**config.mk**
```make
export PLATFORM = sky130hd
export DESIGN_NAME = psu_cell
export DESIGN_NICKNAME = d
export VERILOG_FILES = /design/src/rtl/psu_pkg.sv /design/src/rtl/psu_cell.sv
export SDC_FILE = /design/constraint.sdc
export NUM_CORES = 1
export LEC_CHECK = 0
export BUFFER_PORTS_ARGS = -buffer_cell sky130_fd_sc_hd__buf_2
export CORE_MARGIN = 2
export CORE_UTILIZATION = 38
export CTS_CLUSTER_SIZE = 10
export DETAILED_ROUTE_END_ITERATION = 16
export PLACE_DENSITY_LB_ADDON = 0.25
export SYNTH_ARGS = -nofsm -noshare
export SYNTH_HDL_FRONTEND = slang
export SYNTH_SLANG_ARGS = --single-unit
```
**constraint.sdc**
```tcl
create_clock -name i_clk -period 1.73 [get_ports i_clk]
set_input_delay 0.519 -clock i_clk [delete_from_list [all_inputs] [get_ports i_clk]]
set_output_delay 0.519 -clock i_clk [all_outputs]
set_load 0.02 [all_outputs]
```
**src/rtl/psu_pkg.sv**
```systemverilog
// Shared types, codes and constants of the per-source sequence unwrapper.
package psu_pkg;

    localparam int NUM_SOURCES_DEF = 64;
    localparam int SEQ_BITS_DEF    = 11;
    localparam int ABS_BITS_DEF    = 46;

    localparam int BLEN_W   = 12;
    localparam int CODEC_W  = 8;
    localparam int SRC_W    = 16;
    localparam int RAW_W    = 11;
    localparam int SLOT_W   = 6;
    localparam int TS_W     = 58;
    localparam int CFG_IDX_W = 8;

    localparam int IN_DATA_W  = 40;
    localparam int OUT_DATA_W = 88;

    // Configuration register indexes.
    localparam logic [CFG_IDX_W-1:0] REG_OPUS_BLEN  = 8'd0;
    localparam logic [CFG_IDX_W-1:0] REG_PCM_BLEN   = 8'd1;
    localparam logic [CFG_IDX_W-1:0] REG_SYNTH_BLEN = 8'd2;
    localparam logic [CFG_IDX_W-1:0] REG_OTHER_BLEN = 8'd3;

    // Codec ids.
    localparam logic [CODEC_W-1:0] CODEC_OPUS  = 8'd0;
    localparam logic [CODEC_W-1:0] CODEC_PCM   = 8'd1;
    localparam logic [CODEC_W-1:0] CODEC_SYNTH = 8'd2;

    localparam logic [BLEN_W-1:0] OPUS_BLEN_RST  = 12'd960;
    localparam logic [BLEN_W-1:0] PCM_BLEN_RST   = 12'd120;
    localparam logic [BLEN_W-1:0] SYNTH_BLEN_RST = 12'd960;
    localparam logic [BLEN_W-1:0] OTHER_BLEN_RST = 12'd960;

    // Per-slot fields that travel between a cell and the control.
    typedef struct packed {
        logic               opened;
        logic [CODEC_W-1:0] codec;
        logic [BLEN_W-1:0]  blen;
    } t_slot_meta;

endpackage

```
**src/rtl/psu_cell.sv**
```systemverilog
// One slot of the source table: storage, match compare and free-slot chain link.
module psu_cell #(
    parameter int ABS_BITS = psu_pkg::ABS_BITS_DEF
) (
    input  logic                     i_clk,
    input  logic                     i_rst_n,
    input  logic [psu_pkg::SRC_W-1:0] i_query_src,
    input  logic                     i_free_seen,
    output logic                     o_free_seen,
    output logic                     o_hit,
    output logic                     o_grant,
    output psu_pkg::t_slot_meta      o_meta,
    output logic [ABS_BITS-1:0]      o_high,
    input  logic                     i_we,
    input  logic [psu_pkg::SRC_W-1:0] i_wr_src,
    input  psu_pkg::t_slot_meta      i_wr_meta,
    input  logic [ABS_BITS-1:0]      i_wr_high
);
    import psu_pkg::*;

    logic               r_used;
    logic               r_opened;
    logic [SRC_W-1:0]   r_source;
    logic [CODEC_W-1:0] r_codec;
    logic [BLEN_W-1:0]  r_blen;
    logic [ABS_BITS-1:0] r_high;

    // A free slot passes "a lower free slot exists" on to its upper neighbor.
    assign o_free_seen = i_free_seen | ~r_used;
    assign o_grant     = ~r_used & ~i_free_seen;
    assign o_hit       = r_used & (r_source == i_query_src);

    assign o_meta.opened = r_opened;
    assign o_meta.codec  = r_codec;
    assign o_meta.blen   = r_blen;
    assign o_high        = r_high;

    always_ff @(posedge i_clk) begin
        if (!i_rst_n) begin
            r_used   <= 1'b0;
            r_opened <= 1'b0;
        end else if (i_we) begin
            r_used   <= 1'b1;
            r_opened <= i_wr_meta.opened;
        end
    end

    always_ff @(posedge i_clk) begin
        if (i_we) begin
            r_source <= i_wr_src;
            r_codec  <= i_wr_meta.codec;
            r_blen   <= i_wr_meta.blen;
            r_high   <= i_wr_high;
        end
    end

endmodule

```
==> impl_summary.md, run 1 <==
Pwr
Power spread over the standard cell area amounts to 1086 nW/um2. The share of total power dissipated in the clock network is 31.0%. The net switching power is 1.010 mW.

The completed layout was analyzed and its total power is 4.290 mW. Of the total power, the share spent switching nets is 23.54%. The share of total power dissipated in combinational logic is 11.9%.

Cell internal power was estimated by the tool at 3.280 mW. Summed over all cells, the static leakage comes to 1.686 nW. Sequential cells burn 57.1% of the power. The peak ir drop on the vdd network is 0.6787 mV.

Logic synthesis
The most common cell in the synthesized netlist is sky130_fd_sc_hd__edfxtp_1. In this run, synthesis produced a sequential element count of 84. Summing the areas of all and, or, nand and nor instances in the mapped netlist gives 2.112% of the synthesized area. The dominant synthesized flop cell is sky130_fd_sc_hd__edfxtp_1. Summing the areas of all compound-gate instances in the mapped netlist gives 0.2755% of the synthesized area. In the synthesized netlist the async set-or-reset flop fraction comes to 0%.

The synthesized design contains 82 enable-type register cells. A synthesized cell averages 24.33 um2. The commonest cells after synthesis are sky130_fd_sc_hd__edfxtp_1 (82), sky130_fd_sc_hd__xnor2_1 (12), sky130_fd_sc_hd__xor2_1 (4).

The number of nets in the synthesized netlist is 215. After synthesis, the largest family of logic cells by area is XOR/XNOR gates. The post-synthesis share of cell area spent on full adders, half adders and majority gates is 0%.

The portion of synthesized area spent on multiplexers is 0.3673%. The count of yosys warnings during synthesis is 0. The synthesized netlist contains 14 unique library cells. sky130_fd_sc_hd__edfxtp_1 takes more of the synthesized area than any other cell.

The sequential share of the synthesized area is 91.83%. Summing the areas of all xor and xnor instances in the mapped netlist gives 5.142% of the synthesized area. The number of standard cells after synthesis is 112. The mapped netlist covers 2725 um2. The share of the synthesized area in the top cell type is 90.36%. By area the synthesized netlist is led by sky130_fd_sc_hd__edfxtp_1 (90%), sky130_fd_sc_hd__xnor2_1 (3.9%), sky130_fd_sc_hd__dfxtp_1 (1.5%).

Clock network
The buffers inserted during post-CTS setup optimization is 0. The depth of the CTS H-tree is 3. The CTS buffer count is 9. In this run the deepest clock path goes through 2 buffers. CTS saw 84 sinks.

TritonCTS built the clock tree. In this run, post-CTS hold repair placed 0 buffers. The cell sitting at the root of the clock tree is a sky130_fd_sc_hd__clkbuf_8. Clock latency on the worst-skew pair, taken at its later pin, is 340 ps. The register clock-pin slew on the reported worst setup and hold paths is 80 ps.

Timing
Dividing the final minimum period by the clock period gives 123.1%. Setup repair after global routing could not meet its margin everywhere. The headroom to the max-slew limit is 81.07%. The final hold slack is 348.3 ps. Setup violations remaining at the end of the flow were counted as 1.

The transition time at the pin with the least slew margin is 283.9 ps. Clock skew on the completed layout was measured at 0 ps. The number of hold violations in the final report came to 0. The setup slack of the critical path after layout is -399.8 ps.

The peak clock frequency supported by timing is 0.4695 GHz. The count of final max-slew check failures is 0. The clock period minus worst slack is 2130 ps.

Layout
The fraction of layout cells with a size suffix above 1 is 63.46%. The signed area change from the synthesized netlist to the final layout is 45.00%. Fill cells in the final layout number 565.

The number of diodes added for antenna fixing is 0. The final layout contains 399 nets.

Global route
The first global-routing pass estimated 7838 um of wire. Entering global routing, the biggest net connects 56 pins. After global routing the overflow that remains totals 0.

The number of global-route vias before repair is 1648. The global routing usage summed across all routing layers is 13.82%. The initial antenna violation count was 0.

Min path
The class of the most critical hold timing path is input port to register.

Job
Across the run, the number of max-cap violations was 0.

Setup path
The startpoint-to-endpoint class of the critical path is register to output port. For the worst setup path, the data arrival time is 1610 ps. The kind of capture point of the worst setup path is an output port. STA classifies the critical path startpoint as a register.

For the worst setup path, the data required time is 1210 ps. Along the worst path, the maximum fanout reaches 1.

Drt
The first detailed-routing pass ran for 3 iterations. After detailed routing, the number of vias per cell comes to 4.179. The DRC violation count after routing is 0.

The length of routed met2 wiring is 2480 um. Detailed routing inserted a total of 1659 vias. In the final routing, the length of wire on met1 measures 2123 um. The count of routing violations after the opening detailed-route iteration is 55. Routed signal wires occupy layers up through met4. The detail-routed net length per standard cell is 13.96 um.

For this block, the routed nets add up to 5541 um of wire. In this run the remaining antenna-violating nets after routing total 0. The routed design uses 838 um of met3 wire.

Placement
The count of input and output buffers is 172. At the end of routability-driven placement, the weighted congestion stood at 0.6883.

Die
173 I/O pins were placed. The floorplan has 30 rows. The region available for standard cell placement spans 6869 um2. In this run the vertical extent of the chip is 88.69 um. In this run the horizontal extent of the chip is 88.69 um. The floorplan die area is 7865 um2. The starting density of the core is 39.67%.

Status
The run finished, with violations left. The checks that failed: negative setup slack.
## worst max-delay path: stages (launching register included)
cell                       delay [ps]
sky130_fd_sc_hd__edfxtp_1         380
sky130_fd_sc_hd__xor2_1           160
sky130_fd_sc_hd__nor4_2           260
sky130_fd_sc_hd__nand4_1          160
sky130_fd_sc_hd__nor4_4           140
sky130_fd_sc_hd__buf_4            170
## state kept, by name (all words and copies together) (netlist names)
register and flops:
r_codec 8, r_blen 12, r_source 16, o_high 46
r_opened 1, r_used 1
## per-layer routing
| metal | global-route usage, % | vias to the layer above |
|---|---|---|
| li1 | - | 805 |
| met1 | 16.03 | 723 |
| met4 | 7.438 | 0 |
| met2 | 20.56 | 123 |
| met5 | 0 | - |
| met3 | 7.556 | 8 |
## power by group through the flow
stage          Sequential, mW  Clock [mW]  Combinational (mW)
2_1_floorplan            2.67           0              0.0556
3_3_place_gp             2.49           0               0.507
3_5_place_dp             2.50           0               0.515
4_1_cts                  2.45        1.38               0.516
5_1_grt                  2.47        1.44               0.549
6_report                 2.45        1.33               0.510
## layout by cell type (no fill, tap or decap), drive strengths merged
| cell type | count |
|---|---|
| buf | 174 |
| bufinv | 1 |
| clkbuf | 10 |
| clkinv | 4 |
| clkinvlp | 1 |
| dfxtp | 2 |
| edfxtp | 82 |
| mux2i | 1 |
| nand2 | 1 |
| nand2b | 1 |
| nand4 | 3 |
| nor2 | 1 |
| nor2b | 1 |
| nor4 | 2 |
| o21a | 1 |
| xnor2 | 12 |
| xor2 | 4 |
## logic make-up after synthesis
family / count (synthesis)
flops: 84
xor+xnor: 16
simple gates: 9
compound gates: 1
mux: 1
buf+inv: 1
## path summary, 6_finish.rpt
path | cells after the start | start | slack (ps) | endpoint
setup / recovery | 5 | r_source[15] | -400 | o_hit
hold / removal | 1 | i_wr_high[25] | 350 | o_high[25]
setup reg to reg | 1 | r_used | 1130 | r_used
hold reg to reg | 1 | r_used | 510 | r_used
## timing repair
action | 4_1_cts | 5_1_grt
gates resized for setup | 1 | 1
pin swaps | 1 | 1
endpoints found under the setup margin | 1 | 1
## through the flow
stage	instances	TNS [ps]	instance area, um2	util [%]	setup slack, ps
floorplan	112	-145.1	2734	-	-145.1
global placement	381	-371.4	3750	54.59	-371.4
detailed placement	381	-373.5	3750	54.59	-373.5
CTS	397	-480.8	3945	57.43	-480.8
global route	397	-514.7	3951	57.52	-514.7
finish	397	-399.8	3951	57.52	-399.8
## final cells by class
| class | instances | area, um2 | share of cell area (%) |
|---|---|---|---|
| sequential | 84 | 2502 | 63.33 |
| timing repair buffer | 174 | 905.9 | 22.93 |
| multi-input combinational | 27 | 230.2 | 5.826 |
| clock buffer | 10 | 127.6 | 3.230 |
| tap | 96 | 120.1 | 3.040 |
| clock inverter | 6 | 65.06 | 1.647 |
Note: power is estimated with default switching activity, not from simulation.
==> inputs of run 2 (changes only) <==
--- a/config.mk
+++ b/config.mk
@@ -6,11 +6,11 @@
 export NUM_CORES = 1
 export LEC_CHECK = 0
 export BUFFER_PORTS_ARGS = -buffer_cell sky130_fd_sc_hd__buf_2
-export CORE_MARGIN = 2
 export CORE_UTILIZATION = 38
 export CTS_CLUSTER_SIZE = 10
 export DETAILED_ROUTE_END_ITERATION = 16
 export PLACE_DENSITY_LB_ADDON = 0.25
+export SETUP_SLACK_MARGIN = 0.5
 export SYNTH_ARGS = -nofsm -noshare
 export SYNTH_HDL_FRONTEND = slang
 export SYNTH_SLANG_ARGS = --single-unit
==> impl_summary.md, run 2 (synthesis gave the netlist of run 1 again) <==
Global route
The total global routing overflow is 0 (unchanged). The number of global-route vias before repair is 1829 (+11%). The global routing usage summed across all routing layers was 15.04% (+1.2 points). The maximum number of pins on one net before global-route repair came to 39 (-30%). The initial antenna violation count is 0 (unchanged).

The wire length of the first global-routing pass is 8093 um (+3.3%).

Clock network
The worst-skew pair later-pin latency is 340 ps (about the same). The number of buffers on the longest clock path is 2 (unchanged). The cell at the root of the clock tree is sky130_fd_sc_hd__clkbuf_8. TritonCTS built the clock tree. The number of sinks handled by clock tree synthesis is 84 (unchanged).

The depth of the CTS H-tree is 3 (unchanged). The register clock-pin slew on the reported worst setup and hold paths came to 80 ps (about the same). The CTS buffer count is 9 (unchanged).

Die
The width of the die is 86.69 um (-2.3%). The vertical extent of the die came to 86.69 um (-2.3%). The floorplan die area came to 7514 um2 (-4.5%). The floorplan row count is 30 (unchanged). The starting density of the core is 39.67% (unchanged). The number of top-level design ports was 173 (unchanged).

The area inside the core boundary was 6869 um2 (unchanged).

Timing
The clock skew after layout came to 0 ps (unchanged). The clock period minus worst slack is 2229 ps (+99.00 ps). The count of final max-slew check failures came to 0 (unchanged). The final-report setup violation count is 1 (unchanged). Setup repair after global routing could not meet its margin everywhere. The peak clock frequency supported by timing was 0.4487 GHz (-4.4%). The final clock period utilization by the worst path is 128.8% (+5.7 points).

The setup slack of the critical path after layout is -498.9 ps (-99.00 ps). The transition time at the pin with the least slew margin is 225.4 ps (-58.52 ps). The headroom to the max-slew limit is 84.92% (+3.9 points). The number of hold violations in the final report was 0 (unchanged).

Min path
The number of stages on the worst hold path is 1 (unchanged). The path class of the tightest hold or removal check is input port to register.

Pwr
The switching part of the total came to 22.56% (-0.98 points). The share of power burned in the clock network is 31.7% (+0.7 points). The power per cell area is 1038 nW/um2 (-4.4%). The combinational cell fraction of total power is 14.5% (+2.6 points).

The sequential power share is 53.8% (-3.3 points). The cell-internal power came to 3.576 mW (+9.0%). The peak ir drop on the vdd network is 0.7435 mV (+9.5%). The net switching power is 1.042 mW (+3.2%). The total leakage power is 1.865 nW (+11%). The sum of internal, switching and leakage power came to 4.618 mW (+7.6%).

Layout
The number of diodes added for antenna fixing came to 0 (unchanged). The number of cells in the finished layout apart from fillers came to 400 (+0.76%). The final standard cell area without fillers was 4449 um2 (+13%). Leaving out fill and tap cells, the most frequent cells in the layout are sky130_fd_sc_hd__buf_2 (101), sky130_fd_sc_hd__edfxtp_1 (82), sky130_fd_sc_hd__buf_6 (70). The flip-flop count of the largest register after layout is 46 (unchanged).

The library cell used most frequently in the layout, excluding fill and tap cells, is sky130_fd_sc_hd__buf_2. The fraction of layout cells with a size suffix above 1 is 64.47% (+1.0 points). The number of fill cells is 500 (-12%).

The signed area change from the synthesized netlist to the final layout is 63.27%. The utilization after layout is 64.77% (+7.2 points). The net total in the final layout is 402 (+0.75%).

Setup path
The slowest stage of the critical path is the sky130_fd_sc_hd__edfxtp_1 cell. The depth of the worst register-to-register path is 1 (unchanged). The worst stage delay on the critical path was 390 ps (about the same). The kind of capture point of the worst setup path is an output port. The kind of launch point of the worst setup path is a register.

The worst endpoint required time is 1210 ps (about the same). The worst path arrival time is 1710 ps (+100 ps). The biggest fanout along the worst timing path is 1 (unchanged). The worst setup path is of the register to output port kind.

Walking the worst path, the cells encountered are xor2_1 > nor4_2 > nand4_1 > nor4_4 > buf_4.

Placement
The worst setup timing slack at the placement stage came to -399.8 ps (-26.28 ps). The placed cell count is 383 (+0.52%). The global placer's final weighted congestion is 0.6852 (-0.45%).

The area after detailed placement is 3775 um2 (+0.67%). The count of input and output buffers was 172 (unchanged). The sum of net half-perimeters after detailed placement is 4120 um.

Drt
The number of nets with antenna violations after detailed routing came to 0 (unchanged). The number of search-and-repair iterations in the first detailed-routing pass came to 4 (+1). The count of routing violations after the opening detailed-route iteration was 30 (-45%).

The via count is 1720 (+3.7%). The detail-routed net length per standard cell came to 14.24 um (+2.0%). The total detailed-routing wirelength came to 5697 um (+2.8%).

The vias per cell is 4.300 (+2.9%). The DRC violation count after routing is 0 (unchanged).

Status
The checks that failed: negative setup slack. The flow ran to the end, but the final reports show violations.

Job
The count of max-cap constraint violations is 0 (unchanged).
-- run 2: layout make-up --
| class | instances | area [um2] | area share (%) |
|---|---|---|---|
| flip-flops and latches | 84 | 2507 | 56.36 |
| multi-input cells | 27 | 245.2 | 5.512 |
| well taps | 96 | 120.1 | 2.700 |
| repair buffers | 177 | 1364 | 30.65 |
| clock buffers | 9 | 123.9 | 2.784 |
| clock inverters | 7 | 88.84 | 1.997 |
-- run 2: per-stage QoR --
step | setup TNS [ps] | hold WS (ps)
3_5_place_dp | -399.8 | 507.2
6_report | -498.9 | 346.7
4_1_cts | -512.2 | 326.5
2_1_floorplan | -145.1 | 483.9
3_3_place_gp | -412.1 | 494.0
5_1_grt | -621.5 | 316.8
-- run 2: worst max-delay path: cells and delay by family (launching register included) --
| family | cells | cell delay (ps) |
|---|---|---|
| xor+xnor | 1 | 170 |
| buf+inv | 1 | 170 |
| simple gates | 3 | 640 |
| flops | 1 | 390 |
-- run 2: what timing repair did --
item	CTS	global route
setup endpoints to repair	70	70
hold buffers	0	0
gates resized for setup	143	2
cloned	0	0
pin swaps	1	1
setup buffers	0	1
-- run 2: path summary, 6_finish.rpt --
| check | endpoint | slack [ps] | startpoint |
|---|---|---|---|
| max | o_hit | -500 | r_source[15] |
| min | o_high[18] | 350 | i_wr_high[18] |
| max reg2reg | r_used | 1100 | r_used |
| min reg2reg | r_used | 520 | r_used |
-- run 2: metal layers --
metal  vias up  GRT usage, %  routed length, um
li1        810             -                  -
met1       783         14.66               2047
met2       118         24.96               2815
met3         9         9.429                740
met4         0         7.273                 93
met5         -             0                  0
-- run 2: power by group through the flow --
| stage | registers [mW] | clock network [mW] | logic, mW |
|---|---|---|---|
| floorplan | 2.67 | 0 | 0.0572 |
| global placement | 2.49 | 0 | 0.511 |
| detailed placement | 2.50 | 0 | 0.519 |
| CTS | 2.49 | 1.51 | 0.666 |
| global route | 2.50 | 1.59 | 0.703 |
| finish | 2.49 | 1.46 | 0.669 |
